==> src/hw/rtl/bbpa_pkg.sv <==
// Shared types and constants for the block pool allocator.
// No dependencies; imported by every module under hw/rtl.
`timescale 1ns / 1ps

package bbpa_pkg;

  // Free map is stored as rows of ROW_W bits, one bit per block.
  localparam int ROW_W    = 32;
  localparam int ROW_BITS = 5;

  typedef enum logic [1:0] {
    OP_ALLOC = 2'd0,
    OP_FREE  = 2'd1,
    OP_CLEAR = 2'd2
  } op_t;

  typedef enum logic [1:0] {
    STAT_OK        = 2'd0,
    STAT_EXHAUSTED = 2'd1,
    STAT_INVALID   = 2'd2
  } stat_t;

  typedef enum logic [1:0] {
    REG_POOL_BASE   = 2'd0,
    REG_BLOCK_SIZE  = 2'd1,
    REG_BLOCK_COUNT = 2'd2
  } cfg_reg_t;

  typedef enum logic [3:0] {
    S_IDLE,
    S_DIV,
    S_FREE_RD,
    S_FREE_WR,
    S_SCAN_RD,
    S_SCAN_CHK,
    S_MUL,
    S_ADD,
    S_RESP
  } state_t;

  // Free map port controls.
  typedef struct packed {
    logic rd;
    logic wr;
    logic clr;
  } map_ctl_t;

  // Lowest set bit of a row; 0 when the row is empty.
  function automatic logic [ROW_BITS-1:0] first_set(input logic [ROW_W-1:0] row);
    logic [ROW_BITS-1:0] pos;
    pos = '0;
    for (int b = ROW_W - 1; b >= 0; b--) begin
      if (row[b]) begin
        pos = ROW_BITS'(b);
      end
    end
    return pos;
  endfunction

endpackage

==> src/hw/rtl/bbpa_div.sv <==
// Serial restoring divider: one quotient bit per cycle.
// Depends on bbpa_pkg.
`timescale 1ns / 1ps

module bbpa_div
  import bbpa_pkg::*;
#(
  parameter int ADDR_WIDTH = 32
) (
  input  logic                  clk,
  input  logic                  rst_n,
  input  logic                  start,
  input  logic [ADDR_WIDTH-1:0] dividend,
  input  logic [15:0]           divisor,
  output logic                  done,
  output logic [ADDR_WIDTH-1:0] quotient
);

  localparam int CNT_W = $clog2(ADDR_WIDTH + 1);

  logic [ADDR_WIDTH-1:0] quo_r, quo_nxt;
  logic [15:0]           rem_r, rem_nxt;
  logic [15:0]           dvs_r;
  logic [CNT_W-1:0]      cnt_r;
  logic                  busy_r;
  logic                  done_r;
  logic [16:0]           trial;
  logic                  ge;

  always_comb begin
    trial   = {rem_r, quo_r[ADDR_WIDTH-1]};
    ge      = trial >= {1'b0, dvs_r};
    rem_nxt = ge ? 16'(trial - {1'b0, dvs_r}) : trial[15:0];
    quo_nxt = {quo_r[ADDR_WIDTH-2:0], ge};
  end

  always_ff @(posedge clk) begin
    if (!rst_n) begin
      busy_r <= 1'b0;
      done_r <= 1'b0;
      cnt_r  <= '0;
    end else begin
      done_r <= 1'b0;
      if (start) begin
        busy_r <= 1'b1;
        cnt_r  <= CNT_W'(ADDR_WIDTH);
      end else if (busy_r) begin
        cnt_r <= cnt_r - 1'b1;
        if (cnt_r == CNT_W'(1)) begin
          busy_r <= 1'b0;
          done_r <= 1'b1;
        end
      end
    end
  end

  always_ff @(posedge clk) begin
    if (start) begin
      quo_r <= dividend;
      rem_r <= '0;
      dvs_r <= divisor;
    end else if (busy_r) begin
      quo_r <= quo_nxt;
      rem_r <= rem_nxt;
    end
  end

  assign done     = done_r;
  assign quotient = quo_r;

endmodule

==> src/hw/rtl/bbpa_map.sv <==
// Free map storage: row memory with registered read and per-row valid bits.
// A row not written since reset or clear reads as all free. Depends on bbpa_pkg.
`timescale 1ns / 1ps

module bbpa_map
  import bbpa_pkg::*;
#(
  parameter int ROWS   = 8,
  parameter int ROW_AW = 3
) (
  input  logic              clk,
  input  logic              rst_n,
  input  map_ctl_t          ctl,
  input  logic [ROW_AW-1:0] row,
  input  logic [ROW_W-1:0]  wdata,
  output logic [ROW_W-1:0]  rdata
);

  logic [ROW_W-1:0] mem [ROWS];
  logic [ROWS-1:0]  row_vld_r;
  logic [ROW_W-1:0] rdata_r;
  logic             rvld_r;

  always_ff @(posedge clk) begin
    if (ctl.wr) begin
      mem[row] <= wdata;
    end
    if (ctl.rd) begin
      rdata_r <= mem[row];
    end
  end

  always_ff @(posedge clk) begin
    if (!rst_n) begin
      row_vld_r <= '0;
      rvld_r    <= 1'b0;
    end else begin
      if (ctl.clr) begin
        row_vld_r <= '0;
      end else if (ctl.wr) begin
        row_vld_r[row] <= 1'b1;
      end
      if (ctl.rd) begin
        rvld_r <= row_vld_r[row];
      end
    end
  end

  assign rdata = rvld_r ? rdata_r : '1;

endmodule

==> src/hw/rtl/bitmap_block_pool_allocator.sv <==
// Accepted beat to result valid: allocate scans 32-block rows for a free block, then
// multiplies and adds; exhausted stops past the live rows; free runs the serial divider (one
// quotient bit a cycle), then reads and writes the row, or stops on an invalid pointer;
// clear, null free, zero block size, unused skip to the result. One beat in flight: the next
// beat is taken the cycle after the result loads into the output register. Reset: all blocks
// free via row valid bits, no clearing pass; pool_base 0, block_size 64, block_count 256.
`timescale 1ns / 1ps

module bitmap_block_pool_allocator
  import bbpa_pkg::*;
#(
  parameter int MAX_BLOCKS = 256,
  parameter int ADDR_WIDTH = 32
) (
  input  logic        clk,
  input  logic        rst_n,
  input  logic        cfg_valid,
  output logic        cfg_ready,
  input  logic [1:0]  cfg_index,
  input  logic [31:0] cfg_data,
  input  logic        in_valid,
  output logic        in_ready,
  input  logic [1:0]  in_operation,
  input  logic [31:0] in_address,
  output logic        out_valid,
  input  logic        out_ready,
  output logic [31:0] out_address_out,
  output logic [7:0]  out_block_index,
  output logic [1:0]  out_status
);

  localparam int ROWS   = (MAX_BLOCKS + ROW_W - 1) / ROW_W;
  localparam int ROW_AW = (ROWS > 1) ? $clog2(ROWS) : 1;
  localparam int FI_W   = ROW_AW + ROW_BITS;
  localparam int N_W    = FI_W + 1;
  localparam int LIM_W  = (N_W > 9) ? N_W : 9;
  localparam int PROD_W = FI_W + 16;
  localparam int SUM_W  = (ADDR_WIDTH > PROD_W) ? ADDR_WIDTH : PROD_W;

  logic [31:0]       pool_base_r;
  logic [15:0]       block_size_r;
  logic [8:0]        block_count_r;

  state_t            state_r, state_nxt;
  logic [ROW_AW:0]   scan_row_r, scan_row_nxt;
  logic [FI_W-1:0]   fi_r, fi_nxt;
  logic [PROD_W-1:0] prod_r, prod_nxt;
  logic [31:0]       res_addr_r, res_addr_nxt;
  logic [7:0]        res_idx_r, res_idx_nxt;
  stat_t             res_stat_r, res_stat_nxt;

  logic              out_valid_r;
  logic [31:0]       out_addr_r;
  logic [7:0]        out_idx_r;
  stat_t             out_stat_r;
  logic              out_load;

  logic [LIM_W-1:0]      lim_bc, lim_max;
  logic [N_W-1:0]        n_ext;
  logic [ROW_W-1:0]      lim_mask, masked;
  logic [ROW_BITS-1:0]   pos;
  logic [ADDR_WIDTH-1:0] offset;
  logic [ADDR_WIDTH-1:0] quotient;
  logic                  div_start, div_done;
  logic                  q_in_range;
  logic [SUM_W-1:0]      sum;

  map_ctl_t          map_ctl;
  logic [ROW_AW-1:0] map_row;
  logic [ROW_W-1:0]  map_wdata, map_rdata;

  // Configuration
  assign cfg_ready = 1'b1;

  always_ff @(posedge clk) begin
    if (!rst_n) begin
      pool_base_r   <= '0;
      block_size_r  <= 16'd64;
      block_count_r <= 9'd256;
    end else if (cfg_valid) begin
      unique case (cfg_index)
        REG_POOL_BASE:   pool_base_r   <= cfg_data;
        REG_BLOCK_SIZE:  block_size_r  <= cfg_data[15:0];
        REG_BLOCK_COUNT: block_count_r <= cfg_data[8:0];
        default: ;
      endcase
    end
  end

  // Live block count, saturated to the pool depth
  always_comb begin
    lim_bc  = LIM_W'(block_count_r);
    lim_max = LIM_W'(MAX_BLOCKS);
    n_ext   = N_W'((lim_bc > lim_max) ? lim_max : lim_bc);
  end

  assign offset     = ADDR_WIDTH'(in_address) - ADDR_WIDTH'(pool_base_r);
  assign q_in_range = quotient < ADDR_WIDTH'(n_ext);

  bbpa_div #(
    .ADDR_WIDTH(ADDR_WIDTH)
  ) u_div (
    .clk     (clk),
    .rst_n   (rst_n),
    .start   (div_start),
    .dividend(offset),
    .divisor (block_size_r),
    .done    (div_done),
    .quotient(quotient)
  );

  bbpa_map #(
    .ROWS  (ROWS),
    .ROW_AW(ROW_AW)
  ) u_map (
    .clk  (clk),
    .rst_n(rst_n),
    .ctl  (map_ctl),
    .row  (map_row),
    .wdata(map_wdata),
    .rdata(map_rdata)
  );

  // Blocks past the live count in the last partial row never count as free
  always_comb begin
    if (scan_row_r == n_ext[N_W-1:ROW_BITS]) begin
      lim_mask = (ROW_W'(1) << n_ext[ROW_BITS-1:0]) - ROW_W'(1);
    end else begin
      lim_mask = '1;
    end
    masked = map_rdata & lim_mask;
    pos    = first_set(masked);
    sum    = SUM_W'(ADDR_WIDTH'(pool_base_r)) + SUM_W'(prod_r);
  end

  always_comb begin
    state_nxt    = state_r;
    scan_row_nxt = scan_row_r;
    fi_nxt       = fi_r;
    prod_nxt     = prod_r;
    res_addr_nxt = res_addr_r;
    res_idx_nxt  = res_idx_r;
    res_stat_nxt = res_stat_r;
    map_ctl      = '0;
    map_row      = scan_row_r[ROW_AW-1:0];
    map_wdata    = map_rdata & ~(ROW_W'(1) << pos);
    div_start    = 1'b0;
    out_load     = 1'b0;

    unique case (state_r)
      S_IDLE: begin
        if (in_valid) begin
          res_addr_nxt = '0;
          res_idx_nxt  = '0;
          res_stat_nxt = STAT_OK;
          state_nxt    = S_RESP;
          unique case (in_operation)
            OP_ALLOC: begin
              scan_row_nxt = '0;
              state_nxt    = S_SCAN_RD;
            end
            OP_FREE: begin
              if (in_address == '0) begin
                state_nxt = S_RESP;
              end else if (block_size_r == '0) begin
                res_stat_nxt = STAT_INVALID;
              end else begin
                div_start = 1'b1;
                state_nxt = S_DIV;
              end
            end
            OP_CLEAR: begin
              map_ctl.clr = 1'b1;
            end
            default: ;
          endcase
        end
      end

      S_DIV: begin
        if (div_done) begin
          if (q_in_range) begin
            fi_nxt    = quotient[FI_W-1:0];
            state_nxt = S_FREE_RD;
          end else begin
            res_stat_nxt = STAT_INVALID;
            state_nxt    = S_RESP;
          end
        end
      end

      S_FREE_RD: begin
        map_ctl.rd = 1'b1;
        map_row    = fi_r[FI_W-1:ROW_BITS];
        state_nxt  = S_FREE_WR;
      end

      S_FREE_WR: begin
        map_ctl.wr  = 1'b1;
        map_row     = fi_r[FI_W-1:ROW_BITS];
        map_wdata   = map_rdata | (ROW_W'(1) << fi_r[ROW_BITS-1:0]);
        res_idx_nxt = 8'(fi_r);
        state_nxt   = S_RESP;
      end

      S_SCAN_RD: begin
        // Stop once the row starts at or past the live count
        if ({scan_row_r, {ROW_BITS{1'b0}}} >= n_ext) begin
          res_stat_nxt = STAT_EXHAUSTED;
          state_nxt    = S_RESP;
        end else begin
          map_ctl.rd = 1'b1;
          state_nxt  = S_SCAN_CHK;
        end
      end

      S_SCAN_CHK: begin
        if (|masked) begin
          map_ctl.wr = 1'b1;
          fi_nxt     = {scan_row_r[ROW_AW-1:0], pos};
          state_nxt  = S_MUL;
        end else begin
          scan_row_nxt = scan_row_r + 1'b1;
          state_nxt    = S_SCAN_RD;
        end
      end

      S_MUL: begin
        prod_nxt  = PROD_W'(fi_r) * PROD_W'(block_size_r);
        state_nxt = S_ADD;
      end

      S_ADD: begin
        res_addr_nxt = 32'(sum[ADDR_WIDTH-1:0]);
        res_idx_nxt  = 8'(fi_r);
        state_nxt    = S_RESP;
      end

      S_RESP: begin
        if (!out_valid_r || out_ready) begin
          out_load  = 1'b1;
          state_nxt = S_IDLE;
        end
      end

      default: state_nxt = S_IDLE;
    endcase
  end

  assign in_ready = (state_r == S_IDLE);

  always_ff @(posedge clk) begin
    if (!rst_n) begin
      state_r     <= S_IDLE;
      out_valid_r <= 1'b0;
    end else begin
      state_r <= state_nxt;
      if (out_load) begin
        out_valid_r <= 1'b1;
      end else if (out_ready) begin
        out_valid_r <= 1'b0;
      end
    end
  end

  always_ff @(posedge clk) begin
    scan_row_r <= scan_row_nxt;
    fi_r       <= fi_nxt;
    prod_r     <= prod_nxt;
    res_addr_r <= res_addr_nxt;
    res_idx_r  <= res_idx_nxt;
    res_stat_r <= res_stat_nxt;
    if (out_load) begin
      out_addr_r <= res_addr_r;
      out_idx_r  <= res_idx_r;
      out_stat_r <= res_stat_r;
    end
  end

  assign out_valid       = out_valid_r;
  assign out_address_out = out_addr_r;
  assign out_block_index = out_idx_r;
  assign out_status      = out_stat_r;

  a_fail_zero: assert property (@(posedge clk) disable iff (!rst_n)
    out_valid_r && out_stat_r != STAT_OK |-> out_addr_r == '0 && out_idx_r == '0)
    else $error("failed request carries a nonzero address or index");

  a_div_done_state: assert property (@(posedge clk) disable iff (!rst_n)
    div_done |-> state_r == S_DIV)
    else $error("divider finished outside the divide state");

  a_map_wr_state: assert property (@(posedge clk) disable iff (!rst_n)
    map_ctl.wr |-> state_r == S_SCAN_CHK || state_r == S_FREE_WR)
    else $error("free map written outside an update state");

  a_map_ctl_excl: assert property (@(posedge clk) disable iff (!rst_n)
    $onehot0({map_ctl.rd, map_ctl.wr, map_ctl.clr}))
    else $error("free map read, write and clear overlap");

  a_accept_leaves_idle: assert property (@(posedge clk) disable iff (!rst_n)
    in_valid && in_ready |=> state_r != S_IDLE)
    else $error("accepted beat did not start work");

endmodule

==> config.mk <==
export PLATFORM = sky130hd
export DESIGN_NAME = bitmap_block_pool_allocator
export DESIGN_NICKNAME = d
export VERILOG_FILES = /design/src/hw/rtl/bbpa_pkg.sv /design/src/hw/rtl/bbpa_div.sv /design/src/hw/rtl/bbpa_map.sv /design/src/hw/rtl/bitmap_block_pool_allocator.sv
export SDC_FILE = /design/constraint.sdc
export NUM_CORES = 1
export LEC_CHECK = 0
export ABC_AREA = 1
export BUFFER_PORTS_ARGS = -buffer_cell sky130_fd_sc_hd__buf_2
export CAP_MARGIN = 10
export CORE_MARGIN = 4
export CORE_UTILIZATION = 40
export DETAILED_ROUTE_END_ITERATION = 16
export HOLD_SLACK_MARGIN = 0.05
export SLEW_MARGIN = 40
export SYNTH_ARGS = -nofsm -noshare
export SYNTH_HDL_FRONTEND = slang
export SYNTH_SLANG_ARGS = --single-unit
==> constraint.sdc <==
create_clock -name clk -period 9.7 [get_ports clk]
set_input_delay 0 -clock clk [delete_from_list [all_inputs] [get_ports clk]]
set_output_delay 0 -clock clk [all_outputs]
set_load 0.005 [all_outputs]
Word-level counts from Yosys, hierarchy flattened
Memories as Yosys holds them, arrays and structs flattened. A register that Yosys moved wholly into a read port is not among the register bits. Index checks and enable logic that the tools add are counted.

Memories kept: 1. Logic and storage cells: 198. RAM bits: 256. Memory bits (read-only): 0. Register bits: 263. Bits of input ports: 73. Bits in latches: 0.

Reduce and logical (&&, ||, !) cells: 30. Multiply operators: 1. Add/subtract/negate cells: 6. Bitwise gates (word level): 7. Equality and inequality tests: 23. Magnitude comparators: 6. Shift-type cells: 3. Multiplexer cells: 98. Div/mod/pow operators: 0.

Memories: u_map.mem (depth 8, width 32, read ports 1, clocked after Yosys merged registers in 1, write ports 1, line bbpa_map.sv:19) `logic [ROW_W-1:0] mem [ROWS];`.

Operator list (count): $mux W32 (6); $mux W5 (32); $shl A1 B5 Y32 const A (3); $and A32 B32 Y32 (2); $pmux W32 S2 (1); $mux W4 (10); $add A32 B24 Y32 (1); $logic_not A32 Y1 (1); $lt A32 B9 Y1 (1); $mux W8 (4); $not A32 Y32 (1); $or A32 B32 Y32 (1); $pmux W4 S8 (1); $pmux W8 S2 (2); $reduce_or A32 Y1 (1); $sub A32 B2 Y32 const B (1); $sub A32 B32 Y32 (1); $mul A8 B16 Y24 (1); $mux W1 (22); $ge A17 B16 Y1 (1); $eq A4 B3 Y1 const B (4); $logic_not A16 Y1 (1); $mux W16 (1); $mux W2 (8); 39 further kinds (67).

Depth between registers and ports, before layout
Gate-level depths: netlist of the first run.

Depth in word-level cells: 42. Depth in mapped cells: 49. Gate-level depth less buffers: 48.

Hierarchy
A second synthesis of the first run with hierarchy kept.

Cells, all modules: 3423. Area, all modules: 30842.1 µm².

Modules (own cells, without submodules): bitmap_block_pool_allocator (times used 1, sequential area each 4844.6 µm², area each 15009.4 µm², cells each 1896); bbpa_map (times used 1, sequential area each 8828.5 µm², area each 11797.6 µm², cells each 1003); bbpa_div (times used 1, sequential area each 1921.8 µm², area each 4035.1 µm², cells each 524).

Worst setup path after synthesis of the first run
No wires, ideal clock.

Path type: register to register. Start point: register block_count_r[1]. End point: memory u_map.mem[2][0] (enable). Arrival time: 6.013 ns. Data required time: 9.195 ns. Slack: 3.182 ns. Stages on the path, launching flop included: 25. Clock period less this slack: 6.518 ns. Library setup time: 0.505 ns. Buffers on the path: 1. Cell sequence: dfxtp_1 buf_2 nor2_2 nand2_1 o21ai_4 nand2_4 inv_1 nor2_1 inv_1 ha_1 nand2_2 nor2_2 nand2_2 nor2_4 nand2_4 or2_2 a31oi_1 nor2_1 nand2_1 nor2_1 nand2_1 inv_1 a21oi_1 nor2_1 nor4_1.

Cells in the longest elaborated chain, start to end: 11. Elaborated cells between the ends (all ways): 12.

RTL lines: start: declaration (line bitmap_block_pool_allocator.sv:42) `logic [8:0] block_count_r;`; start signal: assignment (line bitmap_block_pool_allocator.sv:84) `REG_BLOCK_COUNT: block_count_r <= cfg_data[8:0];`; $gt A9 B9 Y1 (line bitmap_block_pool_allocator.sv:94) `n_ext = N_W'((lim_bc > lim_max) ? lim_max : lim_bc);`; $mux W9 * (line bitmap_block_pool_allocator.sv:94); $shl A1 B5 Y32 (line bitmap_block_pool_allocator.sv:127) `lim_mask = (ROW_W'(1) << n_ext[ROW_BITS-1:0]) - ROW_W'(1);`; $sub A32 B2 Y32 (line bitmap_block_pool_allocator.sv:127); $mux W32 * (line bitmap_block_pool_allocator.sv:126) `if (scan_row_r == n_ext[N_W-1:ROW_BITS]) begin`; $and A32 B32 Y32 * (line bitmap_block_pool_allocator.sv:131) `masked = map_rdata & lim_mask;`; $reduce_or A32 Y1 * (line bitmap_block_pool_allocator.sv:218) `if (|masked) begin`; $mux W1 * (line bitmap_block_pool_allocator.sv:218); $pmux W1 S2 * (line bitmap_block_pool_allocator.sv:150) `unique case (state_r)`; $mux W1 * (line bbpa_map.sv:25) `if (ctl.wr) begin`; $mux W1 (implied by the code) * (line bbpa_map.sv:26) `mem[row] <= wdata;`; end: declaration (line bbpa_map.sv:19).

Every way passes the cells marked *; elsewhere a longest branch is shown, timed or not.

Worst setup path after layout of the first run
Start point: register fi_r[4]. End point: register prod_r[23] (data pin).

Cells in the longest elaborated chain, start to end: 1.

RTL lines: start: declaration (line bitmap_block_pool_allocator.sv:46) `logic [FI_W-1:0] fi_r, fi_nxt;`; start signal: assignment (line bitmap_block_pool_allocator.sv:268) `fi_r <= fi_nxt;`; $mul A8 B16 Y24 (line bitmap_block_pool_allocator.sv:229) `prod_nxt = PROD_W'(fi_r) * PROD_W'(block_size_r);`; end signal: assignment (line bitmap_block_pool_allocator.sv:269) `prod_r <= prod_nxt;`; end: declaration (line bitmap_block_pool_allocator.sv:47) `logic [PROD_W-1:0] prod_r, prod_nxt;`.

No other way between the ends. A chain may end at the register's enable or synchronous reset.

==> metrics.md, run 1 <==
| Metric | Value |
|---|---|
| Cells after Synth | `between 2,000 and 3,000` |
| Total GRT Usage | `21.27%` |
| Critical Path Fanout Max | `18` |
| DR vias/cell | `approximately 5.4` |
| GRT overflow | `0` |
| Status | `complete, no violations` |
| Switching Fraction | `28.68%` |
| Drt initial violations | `between 1,500 and 2,000` |
| Std-Cell Core Area | `roughly 72,000 sq um` |
| Dpl cell area | `30,680 sq um` |
| Post-CTS resize count | `0` |
| Die height | `276.9 microns` |
| Synthesized cell area | `28,920 sq um` |
| Setup tns final | `0 ns` |
| GR Layer Usage met3 | `2.976%` |
| Sw Pwr | `1732 uW` |
| Int Power | `approximately 4300 uW` |
| Async set or reset register ratio after synthesis | `0%` |
| Hold crit path type | `in2reg` |
| TritonCTS Buffers | `59` |
| Clk pin slew, worst setup/hold paths | `0.07 ns` |
| TritonCTS clock tree | `built` |
| Share of the synthesized area in the top cell type | `47.35%` |
| CTS sink count | `551` |
| Worst slew margin relative to its limit | `38.70%` |
| Die area | `76,670 sq um` |
| Clk root buf | `clkbuf_16` |
| Met2 Use GR | `36.24%` |
| # H-tree levels | `2` |
| First-pass GRT wire length | `~130,000 microns` |
| Combinational Power Share | `17.5%` |
| Synth Register Bits | `551` |
| Pwr Density | `roughly 180 nW/um^2` |
| Distinct cells, synth | `56` |
| Wirelength, routed | `about 84,000 microns` |
| Clock skew | `0.05277 ns` |
| Final setup viols | `0` |
| Ys flop type | `edfxtp_1` |
| Clk_lat worst skew | `0.64 ns` |
| Vias | `21,880` |
| Fill cells | `6,626` |
| Nets@finish | `3,313` |
| Maximum vdd drop | `~180 uV` |
| Yosys top cell by area | `edfxtp_1` |
| Critical setup path kind | `reg2reg` |
| Drt drc | `0` |
| RePlAce Congestion | `around 0.94` |
| RSZ-0062 raised after global routing | `false` |
| Synth cell count leaders | `edfxtp_1 (456), nand2_1 (428), inv_1 (354)` |
| YS warnings | `0` |
| Fraction of layout cells with a size suffix above 1 | `10.42%` |
| Post-DP HPWL | `58,490 microns` |
| Most Crowded Layer GR | `met2` |
| CP endpoint kind | `flop` |
| Antenna-violating nets left | `0` |
| Critical path arrival | `6.16 ns` |
| Syn avg cell area | `10.18 sq um` |
| Initial Utilization | `40.39%` |
| Layout overhead on the synthesized area | `14.87%` |
| Clk pwr share | `~36%` |
| Critical path required time | `~10 ns` |
| P_leak | `0.01355 uW` |
| GR Layer Usage met1 | `28.02%` |
| Largest net degree at the start of global routing | `64` |
| MaxCap Viol Count | `0` |
| Period utilization | `between 50 and 60%` |
| Mapped Nets | `3,132` |
| Startpoint types | `flop` |
| Die X | `roughly 280 microns` |
| Slew @ Worst Pin | `0.9162 ns` |
| Antenna violations before repair | `1` |
| Number of antenna diodes | `0` |
| Wire per inst | `~21 microns` |
| Vias in the first global route | `~22,000` |
| Clk buf depth | `3` |
| FMAX | `roughly 170 MHz` |
| Most frequent cell after synthesis | `edfxtp_1` |
| Number of flops mapped to enable cells by yosys | `around 460` |
| Final Instance Area | `about 33,000 sq um` |
| PortBufs | `116` |
| FP Rows | `98` |
| Top cells by area, synth | `edfxtp_1 (47%), dfxtp_1 (6.6%), fa_1 (6.0%)` |
| Max-slew violations | `0` |
| Register area share after synthesis | `a little over half` |
| Min Tclk post-route | `5.769 ns` |
| Initial DRT Pass Iterations | `8` |
| IO Count | `roughly 120` |
| Flop pwr share | `a little under half` |
| Final hold viol count | `0` |
| Final Hold Slack | `0.06322 ns` |
cells by family after synthesis:
| logic type | Yosys count | share of synthesized area [%] |
|---|---|---|
| buffers and inverters | 467 | 6.130 |
| other | 1 | 0.01297 |
| AND/OR/NAND/NOR | 924 | 13.88 |
| XOR/XNOR | 59 | 1.787 |
| flip-flops | 551 | 53.92 |
| AO/OA/AOI/OAI | 621 | 12.58 |
| adder cells (fa/ha/maj) | 218 | 11.69 |
stage by stage:
| stage | setup slack [ns] | total power, uW | std cells | utilization (%) |
|---|---|---|---|---|
| after detailed placement | 3.636 | 3910 | 3842 | 42.84 |
| after floorplan | 3.182 | 3564 | 2841 | - |
| after global placement | 3.766 | 3888 | 3840 | 42.81 |
| final | 3.931 | 6040 | 4022 | 46.40 |
| after CTS | 3.648 | 6094 | 4021 | 46.37 |
| after global routing | 3.489 | 6331 | 4022 | 46.40 |
final timing paths:
check                           slack (ns)  depth (start not counted)                           end                       start
worst max-delay path                  3.93                         26          prod_r[23]$_DFFE_PP_           fi_r[4]$_DFFE_PP_
worst min-delay path                  0.06                          4  u_div.quotient[24]$_DFFE_PP_              in_address[24]
worst max register to register        3.93                         26          prod_r[23]$_DFFE_PP_           fi_r[4]$_DFFE_PP_
worst min register to register        0.42                          0  out_block_index[3]$_DFFE_PP_  res_idx_r[3]$_SDFFCE_PN0P_
placed cells by master, fill, tap and decap left out, types with 8 or more instances in the layout:
cell,n
nor2_1,247
clkinv_2,12
inv_1,354
nor2_2,14
clkbuf_1,14
o21ai_1,22
nor3_1,21
clkinv_1,16
edfxtp_1,456
ha_1,131
buf_4,35
xnor2_1,23
a22oi_1,105
nor4_1,23
dlygate4sd3_1,68
a31oi_1,17
xor2_1,36
buf_2,116
a21oi_1,240
a221oi_1,12
nand3_1,66
nand4_1,59
o21ai_0,157
o21a_1,12
or2_2,21
nand2_1,427
nor3_2,8
clkbuf_16,59
dfxtp_1,95
fa_1,87
cell type report:
class                      count  area [sq um]  area share (%)
sequential                   551         15600           46.94
multi-input combinational   1823         11670           35.12
timing repair buffer         222          1558           4.689
clock buffer                  75          1556           4.685
inverter                     365          1371           4.128
tap                          950          1189           3.578
clock inverter                36         286.5          0.8624
routing by layer:
layer | vias up | wire length, microns | share of wire (%)
met2 | 819 | 40490 | 48
met1 | 10670 | 35730 | 42
li1 | 10240 | - | -
met5 | - | 0 | 0
met4 | 0 | 3106 | 3.7
met3 | 156 | 5135 | 6.1
what timing repair did:
action / 4_1_cts / 5_1_grt
hold buffers: 68 / 0
buffers inserted: 0 / 0
endpoints found under the hold margin: 94 / 0
power by group through the flow:
stage          logic (uW)  clock network [uW]  registers [uW]
6_report             1060                2150            2830
5_1_grt              1190                2300            2840
4_1_cts              1060                2200            2830
3_5_place_dp         1030                   0            2880
3_3_place_gp         1010                   0            2880
2_1_floorplan         726                   0            2840
state kept, by name, indices dropped and copies added, names as in the netlist, 24 cells and up:
signal           count
pool_base_r         32
u_map.mem          256
u_map.rdata_r       32
res_addr_r          32
prod_r              24
out_address_out     32
u_div.quotient      32
critical path, cell delays in order, from the launching register on:
cell and delay, ns:
edfxtp_1 0.77, nand2_1 0.15, fa_1 0.49, fa_1 0.56, inv_1 0.05, fa_1 0.47
inv_1 0.05, fa_1 0.48, inv_1 0.04, ha_1 0.34, nand2_1 0.07, o21ai_0 0.26
a21oi_1 0.11, inv_1 0.07, a21oi_1 0.09, o21ai_0 0.28, nand3_1 0.11, nand2_1 0.11
a21o_1 0.12, a21oi_1 0.08, o21ai_0 0.25, nand3_1 0.12, nand2_1 0.12, a21oi_1 0.07
nor2_1 0.10, nor2_1 0.06, xor2_1 0.14
Note: power is estimated with default switching activity, not from simulation.
==> run 2, diff against run 1 <==
Clock period 9.7 ns to 5.95 ns, I/O delays scaled along.
==> metrics.md, run 2 (synthesis results as in run 1) <==
| Metric | Value |
|---|---|
| Overall Power | `10,150 uW` |
| TritonCTS clock tree | `built` |
| Total GRT Usage | `a little over a fifth` |
| Maximum vdd drop | `239.4 uV` |
| FMAX | `179.3 MHz` |
| Die area | `76,670 sq um` |
| Period utilization | `93.76%` |
| Largest net degree at the start of global routing | `55` |
| Min Tclk post-route | `~5.6 ns` |
| Status | `complete, no violations` |
| Hold crit path type | `in2reg` |
| Clk root buf | `clkbuf_16` |
| Critical Path Fanout Max | `8` |
| Antenna violations before repair | `2` |
| P_leak | `0.01376 uW` |
| First-pass GRT wire length | `126,500 microns` |
| Final hold viol count | `0` |
| CP endpoint kind | `flop` |
| Slew @ Worst Pin | `0.7571 ns` |
| Area occupied by multi-input gates | `11,670 sq um` |
| Antenna-violating nets left | `0` |
| Commonest non-fill, non-tap cell in the layout | `edfxtp_1` |
| Placed cells | `just under 4,000` |
| Initial Utilization | `40.39%` |
| Vias | `21,820` |
| Clk buf depth | `3` |
| Die X | `approximately 280 microns` |
| RePlAce Congestion | `0.9358` |
| Critical path required time | `6.34 ns` |
| # H-tree levels | `2` |
| Postcts setup bufs | `0` |
| Dpl cell area | `slightly above 30,000 sq um` |
| Vias in the first global route | `21,500` |
| IO Count | `118` |
| DR vias/cell | `5.392` |
| Nets@finish | `3,338` |
| Final Instance Area | `33,650 sq um` |
| Wirelength, routed | `between 80,000 and 90,000 microns` |
| Startpoint types | `flop` |
| TritonCTS Buffers | `59` |
| Pwr Density | `301.8 nW/um^2` |
| CTS sink count | `551` |
| Non-Filler Instances | `4,047` |
| Critical path arrival | `between 5 and 6 ns` |
| Drt initial violations | `1,732` |
| Largest register FFs | `256` |
| RSZ-0062 raised after global routing | `false` |
| Critical setup path kind | `reg2reg` |
| Max-slew violations | `0` |
| PortBufs | `116` |
| PnR worst setup slack | `0.3713 ns` |
| GRT overflow | `0` |
| Layout overhead on the synthesized area | `16.34%` |
| FP Rows | `98` |
| Wire per inst | `20.74 microns` |
| Post-place setup slack | `0.4111 ns` |
| Biggest register | `u_map.mem` |
| Die height | `276.9 microns` |
| MaxCap Viol Count | `0` |
| Fraction of layout cells with a size suffix above 1 | `11.11%` |
| Seq. cell area | `15,600 sq um` |
| Initial DRT Pass Iterations | `5` |
| Fill cells | `6,695` |
| Commonest non-fill, non-tap cells in the layout | `edfxtp_1 (456), nand2_1 (426), inv_1 (353)` |
| Std-Cell Core Area | `a little over 70,000 sq um` |
| Worst slew margin relative to its limit | `between 40% and 50%` |
| Clock skew | `just under 0.06 ns` |
| Clk_lat worst skew | `~0.64 ns` |
| Clk pin slew, worst setup/hold paths | `0.06 ns` |
| Post-DP HPWL | `58,880 microns` |
| Drt drc | `0` |
| Final setup viols | `0` |
run 2: final timing paths:
kind | startpoint | end | slack (ns) | cells past startpoint
max | fi_r[2]$_DFFE_PP_ | prod_r[23]$_DFFE_PP_ | 0.37 | 26
min | in_address[25] | u_div.quotient[25]$_DFFE_PP_ | 0.07 | 4
max reg2reg | fi_r[2]$_DFFE_PP_ | prod_r[23]$_DFFE_PP_ | 0.37 | 26
min reg2reg | res_idx_r[0]$_SDFFCE_PN0P_ | out_block_index[0]$_DFFE_PP_ | 0.41 | 0
run 2: timing repair:
item                                   4_1_cts  5_1_grt
endpoints found under the hold margin       97        0
gates resized for setup                      0        0
hold buffers                                74        0
run 2: layout make-up:
type                            instances  share of cell area, %
Sequential cell                       551                  46.35
Clock buffer                           73                  4.637
Antenna cell                            1               0.007437
Timing Repair Buffer                  247                  5.310
Tap cell                              950                  3.533
Clock inverter                         37                  1.383
Inverter                              365                  4.083
Multi-Input combinational cell       1823                  34.70
run 2: worst max-delay path, cell delays in order (launching register included):
cell,delay (ns)
edfxtp_1,0.53
nand2_1,0.13
inv_1,0.06
fa_1,0.54
inv_1,0.07
fa_1,0.55
fa_1,0.44
fa_1,0.49
inv_1,0.04
ha_1,0.33
nand2_1,0.07
o21ai_0,0.25
a21oi_1,0.10
inv_1,0.06
a21oi_1,0.08
o21ai_0,0.31
nand3_1,0.11
nand2_1,0.11
a21o_1,0.11
a21oi_1,0.08
o21ai_0,0.26
nand3_1,0.12
nand2_1,0.12
a21oi_1,0.07
nor2_1,0.08
nor2_1,0.06
xor2_1,0.14
run 2: per-layer routing:
layer	global-route usage (%)	up-vias	wire, microns
met3	2.740	147	5290
met4	7.681	0	3212
met1	28.11	10580	35360
met2	35.85	819	40080
met5	0	-	0
li1	-	10270	-
run 2: stage by stage:
step | hold WS, ns | TNS, ns | utilization (%)
floorplan | 0.1266 | -73.92 | -
global placement | 0.2470 | 0 | 43.09
detailed placement | 0.2477 | 0 | 43.11
CTS | 0.05524 | 0 | 46.97
global route | 0.09420 | 0 | 46.98
finish | 0.07164 | 0 | 46.99
run 2: where the power goes:
| group | switching, uW | internal, uW |
|---|---|---|
| Combinational | 1140 | 617 |
| Sequential | 140 | 4470 |
| Clock | 1540 | 2260 |
| Total | 2810 | 7340 |
==> run 3, diff against run 2 <==
Settings changed: PLACE_DENSITY set to 0.57, SYNTH_HIERARCHICAL set to 1.
Clock period 5.95 ns to 4.5 ns, I/O delays scaled along.
==> metrics.md, run 3 <==
| Metric | Value |
|---|---|
| Slew @ Worst Pin | `0.8536 ns` |
| Drt drc | `0` |
| MaxCap Viol Count | `0` |
| Final setup viols | `7` |
| Hold crit path type | `in2reg` |
| Die height | `285.7 microns` |
| Critical path required time | `4.88 ns` |
| FP Rows | `101` |
| Clk pwr share | `37.6%` |
| Slowest CP cell | `edfxtp_1` |
| RePlAce Congestion | `0.9556` |
| GRT overflow | `0` |
| Distinct cells, synth | `56` |
| Clk_lat worst skew | `0.65 ns` |
| Synth Register Bits | `551` |
| Post-DP HPWL | `63,230 microns` |
| Worst Setup SP | `fi_r[2]$_DFFE_PP_` |
| Int Power | `9981 uW` |
| Syn avg cell area | `9.010 sq um` |
| Post-place setup slack | `-0.4423 ns` |
| Commonest non-fill, non-tap cells in the layout | `nand2_1 (774), inv_1 (494), edfxtp_1 (456)` |
| Seq. cell area | `15,600 sq um` |
| CP endpoint kind | `flop` |
| DR vias/cell | `between 5 and 6` |
| Mapped Nets | `3,714` |
| First-pass GRT wire length | `roughly 130,000 microns` |
| Die X | `285.7 microns` |
| Vias in the first global route | `23,040` |
| Status | `complete, but fails checks` |
| Largest register FFs | `~260` |
| Final hold viol count | `0` |
| Crit Reg-Reg Endpoint | `prod_r[23]$_DFFE_PP_` |
| IO Count | `around 120` |
| Async set or reset register ratio after synthesis | `0%` |
| Total GRT Usage | `approximately a fifth` |
| Cells after Synth | `3,423` |
| Critical Path Fanout Max | `6` |
| Crit path to | `prod_r[23]$_DFFE_PP_` |
| Maximum vdd drop | `about 330 uV` |
| Synthesized cell area | `between 30,000 and 40,000 sq um` |
| Max incr delay on CP | `about 0.52 ns` |
| Drt initial violations | `between 1,500 and 2,000` |
| Yosys top cell by area | `edfxtp_1` |
| FMAX | `205.5 MHz` |
| # H-tree levels | `2` |
| R2R depth | `25` |
| Worst slew margin relative to its limit | `42.57%` |
| Min Tclk post-route | `around 4.9 ns` |
| Top cells by area, synth | `edfxtp_1 (44%), nand2_1 (9.6%), dfxtp_1 (6.2%)` |
| TritonCTS Buffers | `61` |
| Register area share after synthesis | `between 50 and 60%` |
| Critical setup path kind | `reg2reg` |
| Antenna violations before repair | `2` |
| R2r setup slk | `-0.37 ns` |
| Die area | `between 80,000 and 90,000 sq um` |
| Max-slew violations | `0` |
| Nets@finish | `4,050` |
| Clk root buf | `clkbuf_16` |
| CTS sink count | `551` |
| Wirelength, routed | `87,300 microns` |
| Initial Utilization | `around two fifths` |
| P_leak | `0.01634 uW` |
| Failing checks | `negative setup slack` |
| PnR worst setup slack | `-0.3667 ns` |
| Clock skew | `0.05757 ns` |
| Largest net degree at the start of global routing | `120` |
| RSZ-0062 raised after global routing | `true` |
| Pwr Density | `369.3 nW/um^2` |
| Std-Cell Core Area | `roughly 76,000 sq um` |
| Ys flop type | `edfxtp_1` |
| Layout overhead on the synthesized area | `21.86%` |
| Commonest non-fill, non-tap cell in the layout | `nand2_1` |
| Share of the synthesized area in the top cell type | `44.40%` |
| Switching Fraction | `28.09%` |
| Fraction of layout cells with a size suffix above 1 | `17.26%` |
| Sw Pwr | `3898 uW` |
| Origin of the critical flop-to-flop path | `fi_r[2]$_DFFE_PP_` |
| Top cell by count, worst path | `inv_1` |
| Startpoint types | `flop` |
| Biggest register | `u_map/mem` |
| Synth cell count leaders | `nand2_1 (786), inv_1 (501), edfxtp_1 (456)` |
| Overall Power | `13,880 uW` |
| Area occupied by multi-input gates | `13,630 sq um` |
| Vias | `about 24,000` |
| Flop pwr share | `43.4%` |
| Fill cells | `7,171` |
| YS warnings | `6` |
| Wire per inst | `18.03 microns` |
| Combinational Power Share | `19.0%` |
| Critical path arrival | `5.25 ns` |
| TritonCTS clock tree | `built` |
| Clk buf depth | `3` |
| Initial DRT Pass Iterations | `5` |
| Clk pin slew, worst setup/hold paths | `0.07 ns` |
| Number of flops mapped to enable cells by yosys | `456` |
| Most frequent cell after synthesis | `nand2_1` |
| Antenna-violating nets left | `0` |
| PortBufs | `between 100 and 150` |
| Period utilization | `108.1%` |
==> run 3: changes by cell type after synthesis, sizes merged, moves of 7 or more <==
| cell | previous run | this run |
|---|---|---|
| nand3 | 66 | 150 |
| inv | 362 | 518 |
| nand2 | 440 | 799 |
| a22oi | 105 | 2 |
| a21boi | 7 | 0 |
| nand4 | 61 | 33 |
| a31oi | 17 | 9 |
| nor2 | 268 | 353 |
| a221oi | 12 | 0 |
| clkbuf | 92 | 78 |
| o21ai | 183 | 218 |
| buf | 10 | 35 |
==> run 3: repair_timing <==
item                                    in CTS  in global routing
pin swaps                                   18                 39
setup buffers                                7                 29
endpoints found under the hold margin       91                  0
endpoints found under the setup margin       9                460
hold buffers                                50                  0
resized for setup                            9                191
==> run 3: layout make-up <==
type | instances | area share (%)
timing repair buffer | 386 | 7.883
inverter | 526 | 5.260
sequential | 551 | 41.50
tap | 1030 | 3.429
clock inverter | 33 | 1.238
clock buffer | 83 | 4.418
antenna | 1 | 0.006658
multi-input combinational | 2233 | 36.26
==> run 3: metrics by stage <==
| stage | hold slack, ns | util [%] | instances | area (sq um) | setup TNS [ns] |
|---|---|---|---|---|---|
| final | 0.05421 | 49.32 | 4843 | 37580 | -1.704 |
| after global routing | 0.06125 | 49.32 | 4842 | 37580 | -59.04 |
| after CTS | 0.05395 | 48.11 | 4822 | 36660 | -1.378 |
| after detailed placement | 0.2949 | 44.52 | 4649 | 33930 | -2.483 |
| after global placement | 0.2779 | 44.52 | 4649 | 33930 | -2.613 |
| after floorplan | 0.1251 | - | 3423 | 30960 | -2.029 |
==> run 3: per-layer routing <==
layer	global-route usage [%]	vias up	part of all wire, %
li1	-	11920	-
met3	2.709	149	5.9
met4	7.000	2	3.7
met2	35.02	707	47
met5	0	-	0.0080
met1	28.09	11470	43
==> run 3: kinds of logic (layout without fill, tap and decap cells) <==
group | after synthesis | after routing | synth area share [%]
xor+xnor | 63 | 63 | 1.789
buf+inv | 639 | 1028 | 8.045
compound gates | 529 | 529 | 9.221
simple gates | 1422 | 1422 | 19.41
other cells | 1 | 2 | 0.01216
flops | 551 | 551 | 50.56
fa+ha+maj | 218 | 218 | 10.96
==> run 3: how the worst min path moves through the flow <==
stage                                    endpoint  cells after the start  slack [ns]      startpoint
floorplan                 u_div/busy_r$_SDFF_PN0_                      2        0.13           rst_n
global placement    block_size_r[10]$_SDFFE_PN0P_                      3        0.28    cfg_data[10]
detailed placement   pool_base_r[30]$_SDFFE_PN0P_                      3        0.29    cfg_data[30]
CTS                  u_div/quotient[31]$_DFFE_PP_                      5        0.05  in_address[31]
global route         u_div/quotient[31]$_DFFE_PP_                      5        0.06  in_address[31]
finish               u_div/quotient[31]$_DFFE_PP_                      5        0.05  in_address[31]
==> run 3: critical path, delay by kind of cell, from the launching register on <==
kind            cells  cell delay (ns)
fa+ha+maj           5             2.08
flops               1             0.52
compound gates      9             1.12
buf+inv             6             0.47
xor+xnor            1             0.08
simple gates        4             0.34
==> run 3: power by group through the flow <==
stage          combinational (uW)  sequential [uW]  clock, uW
6_report                     2630             6020       5230
5_1_grt                      2960             6050       5590
4_1_cts                      2530             6020       5350
3_5_place_dp                 2460             6130          0
3_3_place_gp                 2440             6130          0
2_1_floorplan                1690             6080          0
